File: config.mk
export PLATFORM = sky130hd
export DESIGN_NAME = mie_div
export DESIGN_NICKNAME = d
export VERILOG_FILES = /design/src/design/mips_integer_execute_unit_top_macros.svh /design/src/design/mie_pkg.sv /design/src/design/mie_div.sv
export SDC_FILE = /design/constraint.sdc
export NUM_CORES = 1
export LEC_CHECK = 0
export ABC_CLOCK_PERIOD_IN_PS = 3710
export BUFFER_PORTS_ARGS = -buffer_cell sky130_fd_sc_hd__buf_2
export CAP_MARGIN = 30
export CORE_MARGIN = 4
export CORE_UTILIZATION = 35
export DETAILED_ROUTE_END_ITERATION = 7
export PLACE_DENSITY = 0.52
export REMOVE_ABC_BUFFERS = 1
export SYNTH_ARGS = -nofsm -noshare
export SYNTH_HDL_FRONTEND = slang
export SYNTH_SLANG_ARGS = --single-unit
export TNS_END_PERCENT = 1
File: constraint.sdc
create_clock -name clk -period 3.71 [get_ports clk]
set_clock_uncertainty 0.2 [all_clocks]
set_input_delay 0.371 -clock clk [delete_from_list [all_inputs] [get_ports clk]]
set_output_delay 0.371 -clock clk [all_outputs]
set_load 0.1 [all_outputs]
File: src/design/mips_integer_execute_unit_top_macros.svh
// Assertion macros shared by the execute unit.
`ifndef MIPS_INTEGER_EXECUTE_UNIT_TOP_MACROS_SVH
`define MIPS_INTEGER_EXECUTE_UNIT_TOP_MACROS_SVH
`ifndef NO_ASSERTIONS
`define MIE_ASSERT(lbl, clk, rstn, expr) \
	lbl: assert property (@(posedge clk) disable iff (!rstn) (expr)) \
		else $error("execute unit check failed");
`define MIE_ASSERT_IMP(lbl, clk, rstn, ante, cons) \
	lbl: assert property (@(posedge clk) disable iff (!rstn) (ante) |-> (cons)) \
		else $error("execute unit check failed");
`else
`define MIE_ASSERT(lbl, clk, rstn, expr)
`define MIE_ASSERT_IMP(lbl, clk, rstn, ante, cons)
`endif
`endif

File: src/design/mie_pkg.sv
package mie_pkg;

	localparam logic [2:0] FAULT_NONE     = 3'd0;
	localparam logic [2:0] FAULT_OVERFLOW = 3'd1;
	localparam logic [2:0] FAULT_ILLEGAL  = 3'd2;
	localparam logic [2:0] FAULT_SYSCALL  = 3'd3;
	localparam logic [2:0] FAULT_BREAK    = 3'd4;

	localparam logic [31:0] SIGN_BIT = 32'h8000_0000;
	localparam logic [31:0] ALL_ONES = 32'hffff_ffff;

	typedef enum logic [4:0] {
		OP_SLL, OP_SRL, OP_SRA, OP_SLLV, OP_SRLV, OP_SRAV,
		OP_MFHI, OP_MTHI, OP_MFLO, OP_MTLO,
		OP_MULT, OP_MULTU, OP_DIV, OP_DIVU,
		OP_ADD, OP_ADDU, OP_SUB, OP_SUBU,
		OP_AND, OP_OR, OP_XOR, OP_NOR, OP_SLT, OP_SLTU,
		OP_LUI, OP_FAULT
	} op_t;

	typedef struct packed {
		op_t         op;
		logic [4:0]  rs;
		logic [4:0]  rt;
		logic [4:0]  dest;
		logic        use_imm;
		logic [31:0] imm;
		logic [4:0]  sa;
		logic [2:0]  fault;
	} dec_t;

	typedef enum logic [2:0] {
		ST_IDLE, ST_EXEC, ST_MUL, ST_DIV, ST_DONE
	} state_t;

	typedef struct packed {
		logic        start;
		logic [31:0] num;
		logic [31:0] den;
	} div_req_t;

	typedef struct packed {
		logic        busy;
		logic        done;
		logic [31:0] quo;
		logic [31:0] rem;
	} div_rsp_t;

endpackage

File: src/design/mie_div.sv
module mie_div
	import mie_pkg::*;
(
	input  logic     clk,
	input  logic     arst_n,
	input  div_req_t req,
	output div_rsp_t rsp
);

	logic [31:0] rem_q;
	logic [31:0] quo_q;
	logic [31:0] den_q;
	logic [4:0]  cnt_q;
	logic        busy_q;
	logic        done_q;
	logic [32:0] shifted;
	logic [32:0] diff;

	assign shifted = {rem_q, quo_q[31]};
	assign diff    = shifted - {1'b0, den_q};

	assign rsp.busy = busy_q;
	assign rsp.done = done_q;
	assign rsp.quo  = quo_q;
	assign rsp.rem  = rem_q;

	always_ff @(posedge clk) begin
		if (req.start) begin
			rem_q <= '0;
			quo_q <= req.num;
			den_q <= req.den;
		end else if (busy_q) begin
			if (!diff[32]) begin
				rem_q <= diff[31:0];
				quo_q <= {quo_q[30:0], 1'b1};
			end else begin
				rem_q <= shifted[31:0];
				quo_q <= {quo_q[30:0], 1'b0};
			end
		end
	end

	always_ff @(posedge clk or negedge arst_n) begin
		if (!arst_n) begin
			busy_q <= 1'b0;
			done_q <= 1'b0;
			cnt_q  <= '0;
		end else begin
			done_q <= 1'b0;
			if (req.start) begin
				busy_q <= 1'b1;
				cnt_q  <= 5'd31;
			end else if (busy_q) begin
				cnt_q <= cnt_q - 1'b1;
				if (cnt_q == '0) begin
					busy_q <= 1'b0;
					done_q <= 1'b1;
				end
			end
		end
	end

endmodule

==> flow_summary.yaml <==
status:
  status: "finished clean"
grt:
  grt_first_pass_wirelength_um: 24000
  grt_max_degree: 53
  antenna_found_initial: 0
  grt-ovfl-total: 0
  grt_usage: 0.152
  grt_pass1_vias: 4662
timing:
  slew_violations: 0
  maxSlewHeadroom: 0.618
  fmax_mhz: 302
  fin_crit_sh: 0.893
  setup_tns_ns: 0
  hold_viol: 0
  worst_pin_slew_ns: 0.570
  rsz0062_at_grt: "no"
  setup_viol: 0
  fin_crit_ns: 3.31
synth:
  synth_cell_types: 64
  ys_ff_latch: 103
  synthTopCellsByArea: "edfxtp_1 32%, dfxtp_1 11%, ha_1 7.2%, mux2_2 6.1%, xnor2_1 3.4%"
  synth_common_cells: "64 x edfxtp_1, 43 x nor2_1, 42 x inv_1"
  postSynthAreaPerCell_um2: 10.5
  yosysSeqAreaShare: 0.460
  synth_area_um2: 5950
  yosysTopAreaCell: "edfxtp_1"
  synth_cells: 568
  synthArstFlopShare: 0.0680
  synth_warnings: 0
  synth.most_common_cell: "edfxtp_1"
  yosysTopAreaCellShare: 0.323
  synthFlopType: "edfxtp_1"
  synth_edf_count: 64
die:
  die_x_um: 138
  start_util: 0.357
  coreArea_um2: 16600
  die_area_um2: 19100
  rows: 47
  chipHeight_um: 138
  io_pins: 133
route:
  wl_per_cell_um: 15.3
  via_per_inst: 4.98
  ant_nets: 0
  dr.pass1.iters: 4
  vias: 4725
  drt_iter0_markers: 225
  routed_wl_um: 14500
  drc: 0
placed_design:
  dp_hpwl_um: 10600
  port_buffers: 132
  placed_cells: 900
  gp_congestion: 0.847
pwr:
  vdd_drop_max_mv: 0.410
  power_density_nw_per_um2: 822
  p_total_mw: 6.14
  power_leakage_nw: 3.28
clock_tree:
  clkTransAtPathRegs_ns: 0.08
  cts_tree: "yes"
  cts_buffer_depth: 2
  clkLatencyLatePin_ns: 0.36
  cts_setup_buffers: 0
  cts_sinks: 103
  cts_made_buffers: 9
  htreeDepth: 3
  clock-root-buffer: "clkbuf_16"
critical_path:
  r2r_cells: 12
  r2r-end: "rem_q[0]"
  worstPathRequired_ns: 3.79
  crit_path_start_kind: "flop"
  endpoint_kind: "flop"
  reg2reg_from: "quo_q[31]"
  path_class: "reg -> reg"
  r2r_slack_ns: 0.40
  arrival_ns: 3.39
  crit_fanout: 24
worst_hold_path:
  whs_endpoint: "quo_q[20]"
  min_path_cells: 2
  min_from: "req[52]"
  hp-class: "in -> reg"
run:
  drv_cap: 0
cells_and_area:
  stdcell_count: 949
  n_antenna_cell: 0
  final_nets: 826
  drive_gt1_frac: 0.277
  area_growth_pct: 25.6
-- critical path, stage by stage, from the launching register on --
cell      delay, ns
edfxtp_1       0.36
inv_1          0.06
ha_1           0.22
fa_1           0.41
nand2b_1       0.18
a21oi_1        0.29
o211ai_1       0.19
a211oi_1       0.28
nor3_2         0.11
xnor2_4        0.17
buf_12         0.22
mux2_4         0.33
a211oi_2       0.21
-- placed cells by master, fill, tap and decap left out, types with 4 or more instances in the layout --
cell type | Yosys | final
edfxtp_1 | 64 | 64
nand2_1 | 37 | 37
nand3_1 | 8 | 8
xor2_1 | 9 | 9
a21o_1 | 11 | 11
nand2b_1 | 13 | 13
o21ai_0 | 23 | 23
nor3b_1 | 4 | 4
nor3_1 | 10 | 10
dlygate4sd3_1 | 0 | 33
buf_4 | 2 | 7
nor2_1 | 43 | 43
a211oi_1 | 23 | 23
clkbuf_16 | 0 | 9
buf_2 | 6 | 131
mux2i_1 | 20 | 20
xnor2_1 | 23 | 23
dfrtp_1 | 7 | 6
nand4_1 | 6 | 6
nor2b_1 | 7 | 7
dfxtp_1 | 32 | 32
o211ai_1 | 6 | 6
a21oi_1 | 33 | 33
ha_1 | 34 | 34
a31oi_1 | 5 | 5
inv_1 | 42 | 42
mux2_2 | 32 | 32
-- area by class of cell --
class                      instances  area [um^2]
tap                              220          275
clock inverter                     7         83.8
multi-input combinational        396         2930
clock buffer                       9          225
fill                            1632         9170
inverter                          42          158
timing repair buffer             172         1060
sequential                       103         2740
-- worst max path at each step --
| stage | slack, ns | start | end |
|---|---|---|---|
| 2_1_floorplan | -1.09 | quo_q[31] | rem_q[28] |
| 3_3_place_gp | 0.50 | quo_q[31] | rem_q[28] |
| 3_5_place_dp | 0.40 | quo_q[31] | rem_q[28] |
| 4_1_cts | 0.35 | quo_q[31] | rem_q[28] |
| 5_1_grt | 0.06 | quo_q[31] | rem_q[28] |
| 6_report | 0.40 | quo_q[31] | rem_q[0] |
-- flip-flops by register name, summed over array words and instances, names as in the netlist --
signal,flops
den_q,32
quo_q,32
rem_q,32
cnt_q,5
busy_q,1
done_q,1
-- report_power, final --
part           switching [mW]  leakage (nW)  internal [mW]
Combinational            2.46          2.14           1.03
Clock                   0.479         0.155          0.540
Sequential              0.189         0.983           1.44
-- metrics by stage --
step / utilization / cell area, um^2 / hold WS, ns / worst slack (ns)
after global routing: 0.449 / 7470 / 0.0912 / 0.0589
final: 0.449 / 7470 / 0.106 / 0.399
after floorplan: - / 5820 / -0.125 / -1.09
after detailed placement: 0.410 / 6830 / 0.0151 / 0.396
after CTS: 0.449 / 7470 / 0.0860 / 0.349
after global placement: 0.410 / 6830 / 0.00983 / 0.495
-- cell families (layout without fill, tap and decap cells) --
family | Yosys count | in the layout | share of synthesized area
adders and majority gates | 35 | 35 | 0.0749
AOI/OAI and AO/OA | 132 | 132 | 0.153
DFF | 103 | 103 | 0.460
buffers and inverters | 69 | 230 | 0.0490
and+or+nand+nor | 143 | 143 | 0.116
xor gates and xnor gates | 33 | 33 | 0.0498
muxes | 53 | 53 | 0.0967
-- per-layer routing --
layer  GRT usage  up-vias  part of all wire
met1       0.213     2219              0.48
met4      0.0354        0            0.0091
li1            -     2381                 -
met2       0.229      115              0.44
met5           0        -                 0
met3      0.0487       10             0.068
-- what timing repair did --
action,4_1_cts,5_1_grt
hold buffers,33,0
setup endpoints to repair,0,0
gates resized for setup,0,0
hold endpoints to repair,39,0
Note: power is estimated with default switching activity, not from simulation.
