`config.mk`:
```
export PLATFORM = sky130hd
export DESIGN_NAME = mie_front
export DESIGN_NICKNAME = d
export VERILOG_FILES = /design/src/design/mips_integer_execute_unit_top_macros.svh /design/src/design/mie_pkg.sv /design/src/design/mie_front.sv
export SDC_FILE = /design/constraint.sdc
export NUM_CORES = 1
export LEC_CHECK = 0
export BUFFER_PORTS_ARGS = -buffer_cell sky130_fd_sc_hd__buf_2
export CAP_MARGIN = 15
export CORE_UTILIZATION = 24
export DETAILED_ROUTE_END_ITERATION = 7
export PLACE_DENSITY_LB_ADDON = 0.3
export SYNTH_ARGS = -nofsm -noshare
export SYNTH_HDL_FRONTEND = slang
export SYNTH_SLANG_ARGS = --single-unit
```
`constraint.sdc`:
```
create_clock -name vclk -period 1.53
set_clock_uncertainty 0.2 [all_clocks]
set_input_delay 0.153 -clock vclk [all_inputs]
set_output_delay 0.153 -clock vclk [all_outputs]
set_load 0.05 [all_outputs]
```
`src/design/mips_integer_execute_unit_top_macros.svh`:
```
// Assertion macros shared by the execute unit.
`ifndef MIPS_INTEGER_EXECUTE_UNIT_TOP_MACROS_SVH
`define MIPS_INTEGER_EXECUTE_UNIT_TOP_MACROS_SVH
`ifndef NO_ASSERTIONS
`define MIE_ASSERT(lbl, clk, rstn, expr) \
	lbl: assert property (@(posedge clk) disable iff (!rstn) (expr)) \
		else $error("execute unit check failed");
`define MIE_ASSERT_IMP(lbl, clk, rstn, ante, cons) \
	lbl: assert property (@(posedge clk) disable iff (!rstn) (ante) |-> (cons)) \
		else $error("execute unit check failed");
`else
`define MIE_ASSERT(lbl, clk, rstn, expr)
`define MIE_ASSERT_IMP(lbl, clk, rstn, ante, cons)
`endif
`endif

```
`src/design/mie_pkg.sv`:
```
package mie_pkg;

	localparam logic [2:0] FAULT_NONE     = 3'd0;
	localparam logic [2:0] FAULT_OVERFLOW = 3'd1;
	localparam logic [2:0] FAULT_ILLEGAL  = 3'd2;
	localparam logic [2:0] FAULT_SYSCALL  = 3'd3;
	localparam logic [2:0] FAULT_BREAK    = 3'd4;

	localparam logic [31:0] SIGN_BIT = 32'h8000_0000;
	localparam logic [31:0] ALL_ONES = 32'hffff_ffff;

	typedef enum logic [4:0] {
		OP_SLL, OP_SRL, OP_SRA, OP_SLLV, OP_SRLV, OP_SRAV,
		OP_MFHI, OP_MTHI, OP_MFLO, OP_MTLO,
		OP_MULT, OP_MULTU, OP_DIV, OP_DIVU,
		OP_ADD, OP_ADDU, OP_SUB, OP_SUBU,
		OP_AND, OP_OR, OP_XOR, OP_NOR, OP_SLT, OP_SLTU,
		OP_LUI, OP_FAULT
	} op_t;

	typedef struct packed {
		op_t         op;
		logic [4:0]  rs;
		logic [4:0]  rt;
		logic [4:0]  dest;
		logic        use_imm;
		logic [31:0] imm;
		logic [4:0]  sa;
		logic [2:0]  fault;
	} dec_t;

	typedef enum logic [2:0] {
		ST_IDLE, ST_EXEC, ST_MUL, ST_DIV, ST_DONE
	} state_t;

	typedef struct packed {
		logic        start;
		logic [31:0] num;
		logic [31:0] den;
	} div_req_t;

	typedef struct packed {
		logic        busy;
		logic        done;
		logic [31:0] quo;
		logic [31:0] rem;
	} div_rsp_t;

endpackage

```
`src/design/mie_front.sv`:
```
module mie_front
	import mie_pkg::*;
(
	input  logic        in_valid,
	output logic        in_stall,
	input  logic [31:0] instr_word,
	input  logic        full,
	output logic        push,
	output dec_t        dec
);

	localparam logic [5:0] OPC_SPECIAL = 6'h00;
	localparam logic [5:0] OPC_ADDI    = 6'h08;
	localparam logic [5:0] OPC_ADDIU   = 6'h09;
	localparam logic [5:0] OPC_SLTI    = 6'h0a;
	localparam logic [5:0] OPC_SLTIU   = 6'h0b;
	localparam logic [5:0] OPC_ANDI    = 6'h0c;
	localparam logic [5:0] OPC_ORI     = 6'h0d;
	localparam logic [5:0] OPC_XORI    = 6'h0e;
	localparam logic [5:0] OPC_LUI     = 6'h0f;

	localparam logic [5:0] FN_SLL     = 6'h00;
	localparam logic [5:0] FN_SRL     = 6'h02;
	localparam logic [5:0] FN_SRA     = 6'h03;
	localparam logic [5:0] FN_SLLV    = 6'h04;
	localparam logic [5:0] FN_SRLV    = 6'h06;
	localparam logic [5:0] FN_SRAV    = 6'h07;
	localparam logic [5:0] FN_SYSCALL = 6'h0c;
	localparam logic [5:0] FN_BREAK   = 6'h0d;
	localparam logic [5:0] FN_MFHI    = 6'h10;
	localparam logic [5:0] FN_MTHI    = 6'h11;
	localparam logic [5:0] FN_MFLO    = 6'h12;
	localparam logic [5:0] FN_MTLO    = 6'h13;
	localparam logic [5:0] FN_MULT    = 6'h18;
	localparam logic [5:0] FN_MULTU   = 6'h19;
	localparam logic [5:0] FN_DIV     = 6'h1a;
	localparam logic [5:0] FN_DIVU    = 6'h1b;
	localparam logic [5:0] FN_ADD     = 6'h20;
	localparam logic [5:0] FN_ADDU    = 6'h21;
	localparam logic [5:0] FN_SUB     = 6'h22;
	localparam logic [5:0] FN_SUBU    = 6'h23;
	localparam logic [5:0] FN_AND     = 6'h24;
	localparam logic [5:0] FN_OR      = 6'h25;
	localparam logic [5:0] FN_XOR     = 6'h26;
	localparam logic [5:0] FN_NOR     = 6'h27;
	localparam logic [5:0] FN_SLT     = 6'h2a;
	localparam logic [5:0] FN_SLTU    = 6'h2b;

	logic [5:0]  opc;
	logic [5:0]  fn;
	logic [15:0] imm16;
	logic [31:0] simm;
	logic [31:0] zimm;

	assign in_stall = full;
	assign push     = in_valid && !full;

	assign opc   = instr_word[31:26];
	assign fn    = instr_word[5:0];
	assign imm16 = instr_word[15:0];
	assign simm  = {{16{imm16[15]}}, imm16};
	assign zimm  = {16'h0000, imm16};

	always_comb begin
		dec.rs      = instr_word[25:21];
		dec.rt      = instr_word[20:16];
		dec.sa      = instr_word[10:6];
		dec.dest    = instr_word[15:11];
		dec.use_imm = 1'b0;
		dec.imm     = simm;
		dec.fault   = FAULT_NONE;
		dec.op      = OP_FAULT;
		if (opc == OPC_SPECIAL) begin
			case (fn)
				FN_SLL:     dec.op = OP_SLL;
				FN_SRL:     dec.op = OP_SRL;
				FN_SRA:     dec.op = OP_SRA;
				FN_SLLV:    dec.op = OP_SLLV;
				FN_SRLV:    dec.op = OP_SRLV;
				FN_SRAV:    dec.op = OP_SRAV;
				FN_SYSCALL: dec.fault = FAULT_SYSCALL;
				FN_BREAK:   dec.fault = FAULT_BREAK;
				FN_MFHI:    dec.op = OP_MFHI;
				FN_MTHI:    dec.op = OP_MTHI;
				FN_MFLO:    dec.op = OP_MFLO;
				FN_MTLO:    dec.op = OP_MTLO;
				FN_MULT:    dec.op = OP_MULT;
				FN_MULTU:   dec.op = OP_MULTU;
				FN_DIV:     dec.op = OP_DIV;
				FN_DIVU:    dec.op = OP_DIVU;
				FN_ADD:     dec.op = OP_ADD;
				FN_ADDU:    dec.op = OP_ADDU;
				FN_SUB:     dec.op = OP_SUB;
				FN_SUBU:    dec.op = OP_SUBU;
				FN_AND:     dec.op = OP_AND;
				FN_OR:      dec.op = OP_OR;
				FN_XOR:     dec.op = OP_XOR;
				FN_NOR:     dec.op = OP_NOR;
				FN_SLT:     dec.op = OP_SLT;
				FN_SLTU:    dec.op = OP_SLTU;
				default:    dec.fault = FAULT_ILLEGAL;
			endcase
		end else begin
			dec.dest    = instr_word[20:16];
			dec.use_imm = 1'b1;
			case (opc)
				OPC_ADDI:  dec.op = OP_ADD;
				OPC_ADDIU: dec.op = OP_ADDU;
				OPC_SLTI:  dec.op = OP_SLT;
				OPC_SLTIU: dec.op = OP_SLTU;
				OPC_ANDI: begin
					dec.op  = OP_AND;
					dec.imm = zimm;
				end
				OPC_ORI: begin
					dec.op  = OP_OR;
					dec.imm = zimm;
				end
				OPC_XORI: begin
					dec.op  = OP_XOR;
					dec.imm = zimm;
				end
				OPC_LUI: begin
					dec.op  = OP_LUI;
					dec.imm = {imm16, 16'h0000};
				end
				default: dec.fault = FAULT_ILLEGAL;
			endcase
		end
	end

endmodule

```
==> results_dict.tcl <==
set metrics [dict create \
    hpwl_um 2750 \
    die_h_um 62.3 \
    synthesis.instances 138 \
    setup_viol 23 \
    std_cell_rows 21 \
    seq_cells 0 \
    start_util_pct 25.5 \
    violations "setup timing" \
    dr.pass1.iters 4 \
    critPathCaptureType "primary output" \
    fin_tns_setup_ns -0.964 \
    ir_drop_mv 0.203 \
    hold_path_end "dec[52]" \
    setup_ws_ns -0.132 \
    grt_pass1_vias 1380 \
    hold_violations 0 \
    tightest_slew_ns 0.305 \
    outcome "finished, violations left" \
    drv_slew 0 \
    ys_warn_count 0 \
    synth_area_um2 872 \
    required_ns 1.18 \
    rsz0062_at_grt "yes" \
    cap_violations 0 \
    drive_gt1_share_pct 82.1 \
    vias 1474 \
    die-area_mm2 0.00388 \
    slew_headroom_pct 79.5 \
    grt_usage_pct 19.0 \
    layout_commonest_cell "buf_6" \
    avgSynthCellArea_um2 6.32 \
    path_cells "buf_12 -> or3b_1 -> a211o_1 -> o211ai_2 -> a22o_2 -> buf_8" \
    synthDistinctLibCells 39 \
    worstHoldPathType "in2out" \
    antenna_found_initial 0 \
    grt_max_degree 16 \
    final.clkbuf_count 0 \
    drtIter0Drc 36 \
    fin_hold_ws_ns 0.106 \
    path_max_fanout 6 \
    vias_per_cell 4.86 \
    drc_errors 0 \
    min_period_ns 1.66 \
    fillCellCount 260 \
    crit_type "in2out" \
    core_area_mm2 0.00342 \
    final_antenna_net_count 0 \
    seq_area_frac_synth_pct 0 \
    die_x_um 62.3 \
    max_stage_delay_ns 0.37 \
    io_buffers 87 \
    clock.fmax_mhz 602 \
    grt_remaining_overflow 0 \
    wl_per_cell_um 14.5 \
    cp_slowest_cell "or3b_1" \
    design_power_total_uw 894 \
    min_period_over_period_pct 109 \
    place_ws_ns -0.256 \
    area_growth_pct 183 \
    seq_area_um2 0 \
    ioPinCount 97 \
    cp.arrival_ns 1.31 \
    power_density_mw_per_mm2 362 \
    drt_wl_total_um 4390 \
    min_delay_path_depth 0 \
    start_kind "input pin" \
    nNetsFinal 293 \
    layout_common_cells "buf_6 (43), buf_2 (41), buf_4 (40)" \
    min_from "instr_word[22]" \
    grt_pass1_wl_um 6230 \
    p_leak_uw 0.00119 \
    gp_congestion 0.809 \
    diodes 0 \
    syn_nets 172 \
]
-- logic make-up (layout without fill, tap and decap cells) --
family	Yosys count	in the layout	share of synthesized area, %
XOR/XNOR	2	2	2.01
multiplexers	4	4	5.16
buffers and inverters	34	153	23.5
AND/OR/NAND/NOR	58	58	34.7
AO/OA/AOI/OAI	40	40	34.6
-- repair_timing --
item,in CTS,in global routing
pin swaps,17,26
resized for setup,104,62
hold buffers,0,0
endpoints found under the setup margin,38,38
setup buffers,7,3
gates cloned,1,3
-- per-stage QoR --
step | cells | instance area [um^2] | util (%)
2_1_floorplan | 138 | 1040 | -
3_3_place_gp | 290 | 1730 | 50.6
3_5_place_dp | 290 | 1730 | 50.6
4_1_cts | 298 | 2150 | 62.8
5_1_grt | 303 | 2470 | 72.3
6_report | 303 | 2470 | 72.3
-- worst max path at each step --
stage                    from  endpoint  slack (ns)  depth (start not counted)
6_report        instr_word[5]   dec[57]       -0.13                          6
5_1_grt         instr_word[5]   dec[57]       -0.17                          6
4_1_cts         instr_word[5]   dec[57]       -0.12                          6
3_5_place_dp    instr_word[5]   dec[59]       -0.26                          6
3_3_place_gp    instr_word[5]   dec[57]       -0.24                          6
2_1_floorplan  instr_word[31]   dec[19]       -0.13                          5
-- layer usage --
layer | track usage (%) | vias up | part of all wire (%)
li1 | - | 715 | -
met1 | 22.8 | 703 | 40
met2 | 38.0 | 48 | 54
met3 | 0.551 | 8 | 4.6
met4 | 1.45 | 0 | 0.96
met5 | 0 | - | 0
-- cells in the mapped netlist (2+ instances only) --
| master | count | share of area, % |
|---|---|---|
| a31oi_1 | 2 | 1.4 |
| o211ai_1 | 2 | 1.7 |
| buf_2 | 8 | 4.6 |
| a22o_1 | 2 | 2.0 |
| inv_1 | 6 | 2.6 |
| nor4b_1 | 2 | 2.0 |
| nor2b_1 | 17 | 12 |
| nor2_1 | 13 | 5.6 |
| nand2_1 | 11 | 4.7 |
| a21o_1 | 14 | 12 |
| o21ai_0 | 5 | 2.9 |
| buf_4 | 16 | 14 |
| nand4_1 | 2 | 1.4 |
| clkbuf_1 | 3 | 1.3 |
| mux2_2 | 4 | 5.2 |
| nand3_1 | 5 | 2.9 |
| a21oi_1 | 2 | 1.1 |
| and2_1 | 2 | 1.4 |
| nand2b_1 | 2 | 1.4 |
-- layout make-up --
cell class                      instances  area [um^2]  area share (%)
Timing Repair Buffer                  147         1390            56.1
Multi-Input combinational cell        104         1000            40.6
Tap cell                               46         57.6            2.33
Inverter                                6         22.5           0.912
-- where the power goes --
group | internal [uW] | switching (uW)
sequential | 0 | 0
combinational | 375 | 520
clock | 0 | 0
total | 375 | 520
-- worst max-delay path, delay by kind of cell --
family	cells	cell delay [ns]
buf+inv	2	0.25
simple gates	1	0.37
compound gates	3	0.53
No activity file was read; power rests on OpenSTA's default activity.
