### config.mk
export PLATFORM = sky130hd
export DESIGN_NAME = mie_fifo
export DESIGN_NICKNAME = d
export VERILOG_FILES = /design/src/design/mips_integer_execute_unit_top_macros.svh /design/src/design/mie_pkg.sv /design/src/design/mie_fifo.sv
export SDC_FILE = /design/constraint.sdc
export NUM_CORES = 1
export LEC_CHECK = 0
export BUFFER_PORTS_ARGS = -buffer_cell sky130_fd_sc_hd__buf_4
export CORE_ASPECT_RATIO = 2
export CORE_UTILIZATION = 50
export CTS_BUF_LIST = sky130_fd_sc_hd__clkbuf_4 sky130_fd_sc_hd__clkbuf_8
export DETAILED_ROUTE_END_ITERATION = 8
export PLACE_DENSITY = 0.76
export SLEW_MARGIN = 20
export SYNTH_ARGS = -nofsm -noshare
export SYNTH_HDL_FRONTEND = slang
export SYNTH_SLANG_ARGS = --single-unit
### constraint.sdc
create_clock -name clk -period 4.9 [get_ports clk]
set_input_delay 0.49 -clock clk [delete_from_list [all_inputs] [get_ports clk]]
set_output_delay 0.49 -clock clk [all_outputs]
set_load 0.1 [all_outputs]
### src/design/mips_integer_execute_unit_top_macros.svh
// Assertion macros shared by the execute unit.
`ifndef MIPS_INTEGER_EXECUTE_UNIT_TOP_MACROS_SVH
`define MIPS_INTEGER_EXECUTE_UNIT_TOP_MACROS_SVH
`ifndef NO_ASSERTIONS
`define MIE_ASSERT(lbl, clk, rstn, expr) \
	lbl: assert property (@(posedge clk) disable iff (!rstn) (expr)) \
		else $error("execute unit check failed");
`define MIE_ASSERT_IMP(lbl, clk, rstn, ante, cons) \
	lbl: assert property (@(posedge clk) disable iff (!rstn) (ante) |-> (cons)) \
		else $error("execute unit check failed");
`else
`define MIE_ASSERT(lbl, clk, rstn, expr)
`define MIE_ASSERT_IMP(lbl, clk, rstn, ante, cons)
`endif
`endif

### src/design/mie_pkg.sv
package mie_pkg;

	localparam logic [2:0] FAULT_NONE     = 3'd0;
	localparam logic [2:0] FAULT_OVERFLOW = 3'd1;
	localparam logic [2:0] FAULT_ILLEGAL  = 3'd2;
	localparam logic [2:0] FAULT_SYSCALL  = 3'd3;
	localparam logic [2:0] FAULT_BREAK    = 3'd4;

	localparam logic [31:0] SIGN_BIT = 32'h8000_0000;
	localparam logic [31:0] ALL_ONES = 32'hffff_ffff;

	typedef enum logic [4:0] {
		OP_SLL, OP_SRL, OP_SRA, OP_SLLV, OP_SRLV, OP_SRAV,
		OP_MFHI, OP_MTHI, OP_MFLO, OP_MTLO,
		OP_MULT, OP_MULTU, OP_DIV, OP_DIVU,
		OP_ADD, OP_ADDU, OP_SUB, OP_SUBU,
		OP_AND, OP_OR, OP_XOR, OP_NOR, OP_SLT, OP_SLTU,
		OP_LUI, OP_FAULT
	} op_t;

	typedef struct packed {
		op_t         op;
		logic [4:0]  rs;
		logic [4:0]  rt;
		logic [4:0]  dest;
		logic        use_imm;
		logic [31:0] imm;
		logic [4:0]  sa;
		logic [2:0]  fault;
	} dec_t;

	typedef enum logic [2:0] {
		ST_IDLE, ST_EXEC, ST_MUL, ST_DIV, ST_DONE
	} state_t;

	typedef struct packed {
		logic        start;
		logic [31:0] num;
		logic [31:0] den;
	} div_req_t;

	typedef struct packed {
		logic        busy;
		logic        done;
		logic [31:0] quo;
		logic [31:0] rem;
	} div_rsp_t;

endpackage

### src/design/mie_fifo.sv
module mie_fifo
	import mie_pkg::*;
#(
	parameter int DEPTH = 2
) (
	input  logic clk,
	input  logic arst_n,
	input  logic push,
	input  dec_t wdata,
	input  logic pop,
	output dec_t rdata,
	output logic full,
	output logic empty
);

	localparam int PW = (DEPTH > 1) ? $clog2(DEPTH) : 1;
	localparam int CW = $clog2(DEPTH + 1);
	localparam logic [PW-1:0] LAST = PW'(DEPTH - 1);
	localparam logic [CW-1:0] FULL_CNT = CW'(DEPTH);

	dec_t            mem_q [DEPTH];
	logic [PW-1:0]   wr_ptr_q;
	logic [PW-1:0]   rd_ptr_q;
	logic [CW-1:0]   cnt_q;

	assign full  = (cnt_q == FULL_CNT);
	assign empty = (cnt_q == '0);
	assign rdata = mem_q[rd_ptr_q];

	always_ff @(posedge clk) begin
		if (push) begin
			mem_q[wr_ptr_q] <= wdata;
		end
	end

	always_ff @(posedge clk or negedge arst_n) begin
		if (!arst_n) begin
			wr_ptr_q <= '0;
			rd_ptr_q <= '0;
			cnt_q    <= '0;
		end else begin
			if (push) begin
				wr_ptr_q <= (wr_ptr_q == LAST) ? '0 : wr_ptr_q + 1'b1;
			end
			if (pop) begin
				rd_ptr_q <= (rd_ptr_q == LAST) ? '0 : rd_ptr_q + 1'b1;
			end
			if (push && !pop) begin
				cnt_q <= cnt_q + 1'b1;
			end else if (pop && !push) begin
				cnt_q <= cnt_q - 1'b1;
			end
		end
	end

endmodule

==> results of run 1 <==
timing repair:
action | CTS | global route
resized for setup | 0 | 0
hold endpoints to repair | 4 | 0
hold buffers | 1 | 0
cell families after synthesis:
| group | share of synthesized area, % |
|---|---|
| buffers and inverters | 2.76 |
| DFF | 77.0 |
| xor gates and xnor gates | 0.896 |
| adders and majority gates | 0.256 |
| muxes | 18.6 |
| and+or+nand+nor | 0.537 |
worst max path at each step:
stage                                     from                     to  slack (ns)  cells after the start
after floorplan                           push  mem_q[0][0]$_DFFE_PP_        1.24                      1
after global placement    rd_ptr_q$_DFFE_PN0P_              rdata[40]        2.55                      2
after detailed placement                  push  mem_q[0][0]$_DFFE_PP_        2.50                      3
after CTS                 rd_ptr_q$_DFFE_PN0P_              rdata[41]        2.06                      2
after global routing      rd_ptr_q$_DFFE_PN0P_               rdata[1]        2.23                      3
final                     rd_ptr_q$_DFFE_PN0P_               rdata[5]        2.32                      3
registers in the layout, indices dropped and copies added, names as in the netlist:
signal    count
mem_q       122
rd_ptr_q      1
cnt_q         2
wr_ptr_q      1
routing by layer:
metal	track usage, %	wire length (um)
met5	0	0
met4	9.39	252
met3	6.61	434
met2	31.2	4820
met1	16.8	2680
cell type report:
| class | count | share of cell area (%) |
|---|---|---|
| sequential | 126 | 59.0 |
| timing repair buffer | 132 | 16.2 |
| multi-input combinational | 72 | 15.7 |
| clock buffer | 19 | 3.90 |
| clock inverter | 13 | 2.68 |
| tap | 130 | 2.55 |
| inverter | 1 | 0.0588 |
layout by cell type, fill, tap and decap left out, drive strengths merged:
cell,instances
bufinv,4
mux2,61
clkbuf,19
and2,1
clkinv,6
nor2b,2
xor2,4
buf,131
xnor2,1
nor2,2
clkinvlp,3
inv,1
edfxtp,122
ha,1
dlygate4sd3,1
dfrtp,4
critical path: stages (launching register included):
cell	delay (ns)
dfrtp_4	0.76
buf_16	0.33
mux2_4	0.33
buf_4	0.23
through the flow:
stage / cells / util [%] / hold WS (ns) / setup slack (ns)
floorplan: 206 / - / 0.194 / 1.24
global placement: 458 / 62.5 / 0.286 / 2.55
detailed placement: 458 / 62.5 / 0.288 / 2.50
CTS: 491 / 67.0 / 0.218 / 2.06
global route: 493 / 67.6 / 0.208 / 2.23
finish: 493 / 67.6 / 0.247 / 2.32
==> impl_metrics.json, run 1 <==
{
  "rows": 50,
  "drv_slew": 0,
  "synth_nets": 272,
  "routed_wl_um": 8190,
  "skew_ns": 0.0129,
  "yosysTopAreaCell": "edfxtp_1",
  "hold_end": "mem_q[0][49]$_DFFE_PP_",
  "core_mm2": 0.00945,
  "yosysMostFrequentCell": "edfxtp_1",
  "async_flop_share_pct": 3.17,
  "clk_latency_ns": 0.42,
  "vias": 2360,
  "final_area_mm2": 0.00639,
  "portBuffers": 127,
  "dr.pass1.iters": 4,
  "grt_usage_pct": 17.4,
  "r2r-end": "mem_q[1][57]$_DFFE_PP_",
  "ff2ff_path_depth": 2,
  "drtIter0Drc": 149,
  "fin_nets": 416,
  "tightestPinTransition_ns": 0.711,
  "die-area_mm2": 0.0102,
  "status": "completed",
  "rsz0062_at_grt": "false",
  "slew-limit-headroom_pct": 52.6,
  "synth-seq-cells": 126,
  "hp-start": "wdata[49]",
  "cts_num_sinks": 126,
  "setup_viol": 0,
  "drive_gt1_share_pct": 62.3,
  "hold_viol": 0,
  "syn_avg_cell_area_um2": 23.7,
  "maxCapViolCount": 0,
  "grt-ovfl-total": 0,
  "place_area_mm2": 0.00590,
  "path_clk_slew_ns": 0.08,
  "gp_congestion": 0.680,
  "arrival_ns": 2.09,
  "synth_common_cells": "edfxtp_1 (122), mux2_4 (59), buf_12 (6), dfrtp_1 (4), xor2_1 (4)",
  "setup_tns_ns": 0,
  "cp-start-kind": "flip-flop",
  "syn-cell-area_mm2": 0.00489,
  "start_util_pct": 51.8,
  "required_ns": 4.41,
  "ys.flop_type": "edfxtp_1",
  "synth_warnings": 0,
  "holdPathStages": 1,
  "post_cts_buffers": 0,
  "area_growth_syn_to_layout_pct": 30.6,
  "ant_nets": 0,
  "clock-root-buffer": "clkbuf_8",
  "clock_path_buffers": 2,
  "end_kind": "output port",
  "layout.area.seq_mm2": 0.00377,
  "antenna_cells": 0,
  "grt_pass1_wl_um": 12600,
  "hold_path.class": "input pin to flip-flop",
  "path_class": "flip-flop to output port",
  "multi_input_area_um2": 1000,
  "cts_tree": "yes",
  "postSynthCellCount": 206,
  "routedWlPerCell_um": 16.6,
  "reg2reg_from": "wr_ptr_q$_DFFE_PN0P_",
  "critPathMaxFanout": 36,
  "cts_buffers": 17,
  "synth_sequential_area_ratio_pct": 77.0,
  "h-tree-depth": 4,
  "antenna_found_initial": 0,
  "grt_max_degree": 63,
  "filler_cell_count": 648,
  "fmax_ghz": 0.387,
  "synthDominantCellAreaShare_pct": 74.9,
  "fp.dieH_um": 142,
  "io-pin-count": 128,
  "grt_pass1_vias": 2562,
  "synth_cell_types": 13,
  "fin_crit_sh_pct": 52.7,
  "die_x_um": 71.9,
  "r2r_slack_ns": 2.95,
  "synth_edf_count": 122,
  "synthTopCellsByArea": "edfxtp_1 (75%), mux2_4 (18%), buf_12 (2.5%), dfrtp_1 (2.0%), xor2_1 (0.72%)",
  "post-route-drc-count": 0,
  "fin_crit_ns": 2.58,
  "place_hpwl_um": 5410,
  "viasPerCell": 4.79
}
Power of run 1 is not shown: default switching activity piles up to over one toggle a cycle in this logic, so the estimate is an artifact.
==> run 2: changes to the inputs <==
==> constraint.sdc (replaced) <==
create_clock -name clk -period 2.5 [get_ports clk]
set_input_delay 0.25 -clock clk [delete_from_list [all_inputs] [get_ports clk]]
set_output_delay 0.25 -clock clk [all_outputs]
set_load 0.1 [all_outputs]
==> run 2 against run 1 <==
Setup slack lost 2.2 ns. Cell area grew 9.0%. Critical path depth unchanged. Utilization rose by 6.1 points. Hold slack lost 0.090 ns. Clock skew is 0.0073 ns lower. Count of clock-buffer cells in the layout down 2. Via count grew 13%. Global-route usage rose by 2.4 points. First-iteration DRC count down 46%.
==> impl_metrics.json, run 2 (synthesized netlist as in run 1, its figures left out) <==
{
  "path_class": "flip-flop to output port",
  "viasPerCell": 4.79,
  "grt_pass1_vias": 2813,
  "slew-limit-headroom_pct": 67.0,
  "filler_cell_count": 565,
  "reg2reg_from": "wr_ptr_q$_DFFE_PN0P_",
  "tightestPinTransition_ns": 0.495,
  "hold_path.class": "input pin to async pin",
  "arrival_ns": 2.12,
  "dp_cells": 461,
  "place_hpwl_um": 5890,
  "required_ns": 2.25,
  "final_cells": 557,
  "antenna_found_initial": 0,
  "setup_viol": 0,
  "skew_ns": 0.00560,
  "grt_max_degree": 39,
  "grt_pass1_wl_um": 14000,
  "critical_path_buf_inv_count": 2,
  "cp-start-kind": "flip-flop",
  "io-pin-count": 128,
  "cts_num_sinks": 126,
  "start_util_pct": 51.8,
  "dr.pass1.iters": 5,
  "fin_crit_ns": 2.37,
  "mostFrequentLayoutCells": "buf_4 (131), edfxtp_1 (122), dlygate4sd3_1 (64)",
  "final_area_mm2": 0.00696,
  "critPathMaxFanout": 38,
  "setup_tns_ns": 0,
  "critical_path.cell_chain": "buf_12, mux2_4, buf_4",
  "die_x_um": 71.9,
  "die-area_mm2": 0.0102,
  "maxCapViolCount": 0,
  "fin_nets": 480,
  "final_common_cell": "buf_4",
  "drive_gt1_share_pct": 52.9,
  "crit_slowest_cell": "dfrtp_4",
  "end_kind": "output port",
  "vias": 2666,
  "drv_slew": 0,
  "drtIter0Drc": 81,
  "place_area_mm2": 0.00594,
  "gp_congestion": 0.737,
  "crit_path_start": "rd_ptr_q$_DFFE_PN0P_",
  "rows": 50,
  "ff2ff_path_depth": 2,
  "dpl_worst_slack_ns": 0.575,
  "rsz0062_at_grt": "false",
  "setup_slack_ns": 0.130,
  "portBuffers": 127,
  "fin_crit_sh_pct": 94.8,
  "status": "completed",
  "hold_viol": 0,
  "cts_tree": "yes",
  "area_growth_syn_to_layout_pct": 42.3,
  "crit_family": "flip-flops",
  "core_mm2": 0.00945,
  "grt_usage_pct": 19.9,
  "routedWlPerCell_um": 17.4,
  "clock_path_buffers": 2,
  "clk_latency_ns": 0.43,
  "r2r-end": "mem_q[1][28]$_DFFE_PP_",
  "clock-root-buffer": "clkbuf_8",
  "grt-ovfl-total": 0,
  "biggestRegsByFlops": "mem_q (122), cnt_q (2)",
  "cts_buffers": 17,
  "cpPeakStageDelay_ns": 0.72,
  "path_clk_slew_ns": 0.07,
  "largest-register": "mem_q",
  "largest_register_ffs": 122,
  "cp_num_cells": 3,
  "h-tree-depth": 4,
  "fp.dieH_um": 142,
  "routed_wl_um": 9680,
  "fmax_ghz": 0.422,
  "r2r_slack_ns": 1.09,
  "ant_nets": 0,
  "post-route-drc-count": 0,
  "crit_end": "rdata[6]",
  "antenna_cells": 0
}
==> run 2: cell types whose count changed in the layout (fill, tap and decap cells not counted), moves of 2 or more <==
cell	change
clkbuf_4	-2
buf_4	+2
dlygate4sd3_1	+63
clkinv_2	-2
buf_16	-2
clkinv_4	+3
bufinv_16	-2
==> run 2: final cells by class <==
cell class	instances	area, um2	share of cell area, %
Timing Repair Buffer	196	1640	23.6
Tap cell	130	163	2.34
Multi-Input combinational cell	72	1000	14.4
Inverter	1	3.75	0.0539
Clock buffer	17	234	3.36
Clock inverter	15	148	2.12
Sequential cell	126	3770	54.1
==> run 2: how the worst min path moves through the flow <==
| stage | cells after the start | end | slack (ns) |
|---|---|---|---|
| floorplan | 0 | cnt_q[0]$_DFFE_PN0P_ | -0.05 |
| global placement | 1 | cnt_q[1]$_DFFE_PN0P_ | 0.05 |
| detailed placement | 1 | cnt_q[0]$_DFFE_PN0P_ | 0.05 |
| CTS | 2 | wr_ptr_q$_DFFE_PN0P_ | 0.005 |
| global route | 2 | cnt_q[0]$_DFFE_PN0P_ | 0.13 |
| finish | 2 | cnt_q[0]$_DFFE_PN0P_ | 0.16 |
==> run 2: through the flow <==
step	util (%)	hold WS (ns)
5_1_grt	73.7	0.129
6_report	73.7	0.158
4_1_cts	73.6	0.00525
2_1_floorplan	-	-0.0456
3_5_place_dp	62.8	0.0490
3_3_place_gp	62.8	0.0521
==> run 2: per-layer routing <==
| metal | routed length (um) | GRT usage [%] | vias up |
|---|---|---|---|
| met4 | 351 | 12.2 | 0 |
| li1 | - | - | 1227 |
| met1 | 3290 | 18.3 | 1314 |
| met3 | 331 | 6.61 | 25 |
| met2 | 5710 | 36.3 | 100 |
| met5 | 0 | 0 | - |
==> run 2: repair_timing <==
action,in CTS,in global routing
hold buffers,63,1
gates resized for setup,0,0
buffers inserted,0,0
hold endpoints to repair,127,1
Power of run 2 is left out for the same reason.
==> run 3: changes to the inputs <==
--- a/config.mk
+++ b/config.mk
@@ -7,10 +7,12 @@
 export LEC_CHECK = 0
 export BUFFER_PORTS_ARGS = -buffer_cell sky130_fd_sc_hd__buf_4
 export CORE_ASPECT_RATIO = 2
+export CORE_MARGIN = 5
 export CORE_UTILIZATION = 50
 export CTS_BUF_LIST = sky130_fd_sc_hd__clkbuf_4 sky130_fd_sc_hd__clkbuf_8
 export DETAILED_ROUTE_END_ITERATION = 8
-export PLACE_DENSITY = 0.76
+export PLACE_DENSITY_LB_ADDON = 0.05
+export REMOVE_ABC_BUFFERS = 1
 export SLEW_MARGIN = 20
 export SYNTH_ARGS = -nofsm -noshare
 export SYNTH_HDL_FRONTEND = slang
==> run 3 against run 2 <==
Cell count down 0.36%. Register-to-register slack worse by 0.19 ns. Hold slack worse by 0.13 ns. Count of clock-buffer cells in the layout up 2. Non-clock buffer count down 4. First-iteration DRC count down 26%. Die area up 17%. Maximum frequency down 0.30%. Setup slack worse by 0.0072 ns. Via count down 4.8%.
==> impl_metrics.json, run 3 (synthesized netlist as in run 1, its figures left out) <==
{
  "grt_pass1_wl_um": 13900,
  "portBuffers": 127,
  "end_kind": "output port",
  "fin_util_pct": 72.6,
  "drive_gt1_share_pct": 53.7,
  "cts_resized": 0,
  "core_mm2": 0.00964,
  "fp.dieH_um": 150,
  "gp_congestion": 0.662,
  "grt-ovfl-total": 0,
  "grt_max_degree": 33,
  "hold_path.class": "input pin to flip-flop",
  "vias": 2538,
  "crit_path_start": "rd_ptr_q$_DFFE_PN0P_",
  "clock-root-buffer": "clkbuf_8",
  "tightestPinTransition_ns": 0.615,
  "post-route-drc-count": 0,
  "largest_register_ffs": 122,
  "crit_slowest_cell": "dfrtp_4",
  "ff2ff_path_depth": 2,
  "place_hpwl_um": 6120,
  "mostFrequentLayoutCells": "buf_4 (129), edfxtp_1 (122), mux2_4 (59), dlygate4sd3_1 (59), clkbuf_8 (17)",
  "filler_cell_count": 603,
  "status": "completed",
  "critPathMaxFanout": 32,
  "busiest_layer": "met2",
  "reg2reg_from": "wr_ptr_q$_DFFE_PN0P_",
  "grt_pass1_vias": 2859,
  "routedWlPerCell_um": 16.3,
  "cts_buffers": 17,
  "drtIter0Drc": 60,
  "cpPeakStageDelay_ns": 0.84,
  "die_x_um": 79.9,
  "fin_crit_ns": 2.38,
  "fin_nets": 476,
  "ant_nets": 0,
  "cts_tree": "yes",
  "biggestRegsByFlops": "mem_q (122), cnt_q (2)",
  "area_growth_syn_to_layout_pct": 43.1,
  "rows": 51,
  "maxCapViolCount": 0,
  "h-tree-depth": 4,
  "io-pin-count": 128,
  "r2r-end": "mem_q[1][58]$_DFFE_PP_",
  "crit_end": "rdata[28]",
  "use_met2_pct": 29.4,
  "hold_viol": 0,
  "drv_slew": 0,
  "final_common_cell": "buf_4",
  "setup_tns_ns": 0,
  "clock_path_buffers": 2,
  "arrival_ns": 2.13,
  "fin_crit_sh_pct": 95.1,
  "viasPerCell": 4.57,
  "r2r_slack_ns": 0.90,
  "critical_path.cell_chain": "buf_12, mux2_4, buf_4",
  "slew-limit-headroom_pct": 59.0,
  "start_util_pct": 50.7,
  "path_clk_slew_ns": 0.07,
  "cp-start-kind": "flip-flop",
  "path_class": "flip-flop to output port",
  "antenna_found_initial": 0,
  "clk_latency_ns": 0.41,
  "grt_usage_pct": 15.8,
  "antenna_cells": 0,
  "skew_ns": 0.00558,
  "required_ns": 2.25,
  "largest-register": "mem_q",
  "routed_wl_um": 9050,
  "fmax_ghz": 0.421,
  "rsz0062_at_grt": "false",
  "use_met3_pct": 4.46,
  "cts_num_sinks": 126,
  "gr-usage-met1_pct": 15.6,
  "dr.pass1.iters": 4,
  "setup_viol": 0,
  "die-area_mm2": 0.0120
}
-- run 3: cell types whose count changed in the layout (fill, tap and decap cells not counted), sizes merged --
cell,change
clkinvlp,-2
clkbuf,+2
buf,+1
bufinv,+2
clkinv,-1
inv,-1
dlygate4sd3,-5
-- run 3: repair_timing --
item | in CTS | in global routing
hold buffers | 58 | 1
hold endpoints to repair | 116 | 2
setup buffers | 0 | 0
-- run 3: critical path, delay by kind of cell, from the launching register on --
family | cells | cell delay (ns)
buffers and inverters | 2 | 0.53
flip-flops | 1 | 0.84
multiplexers | 1 | 0.32
-- run 3: how the worst min path moves through the flow --
stage,startpoint,to,cells after the start
floorplan,arst_n,cnt_q[0]$_DFFE_PN0P_,0
global placement,arst_n,cnt_q[1]$_DFFE_PN0P_,1
detailed placement,arst_n,cnt_q[1]$_DFFE_PN0P_,1
CTS,wdata[10],mem_q[0][10]$_DFFE_PP_,1
global route,wdata[31],mem_q[1][31]$_DFFE_PP_,1
finish,wdata[8],mem_q[0][8]$_DFFE_PP_,1
-- run 3: routing by layer --
layer	vias up	part of all wire, %
li1	1214	-
met1	1233	36
met2	82	57
met3	9	5.3
met4	0	1.4
met5	-	0
-- run 3: final cells by class --
class | instances | area [um2] | share of cell area, %
clock buffers | 19 | 249 | 3.56
clock inverters | 13 | 171 | 2.45
inverters | 1 | 3.75 | 0.0537
multi-input cells | 72 | 1000 | 14.3
flip-flops and latches | 126 | 3770 | 53.9
well taps | 132 | 165 | 2.36
repair buffers | 192 | 1640 | 23.4
-- run 3: through the flow --
stage               hold WS (ns)  setup slack [ns]  area [um2]  std cells
finish                    0.0295             0.123        7000        555
global route             0.00153            0.0335        7000        555
CTS                     0.000169            0.0699        6990        554
detailed placement        0.0487             0.539        5980        464
global placement          0.0471             0.541        5980        464
floorplan                -0.0456             -1.10        4760        199
Power of run 3 is left out for the same reason.
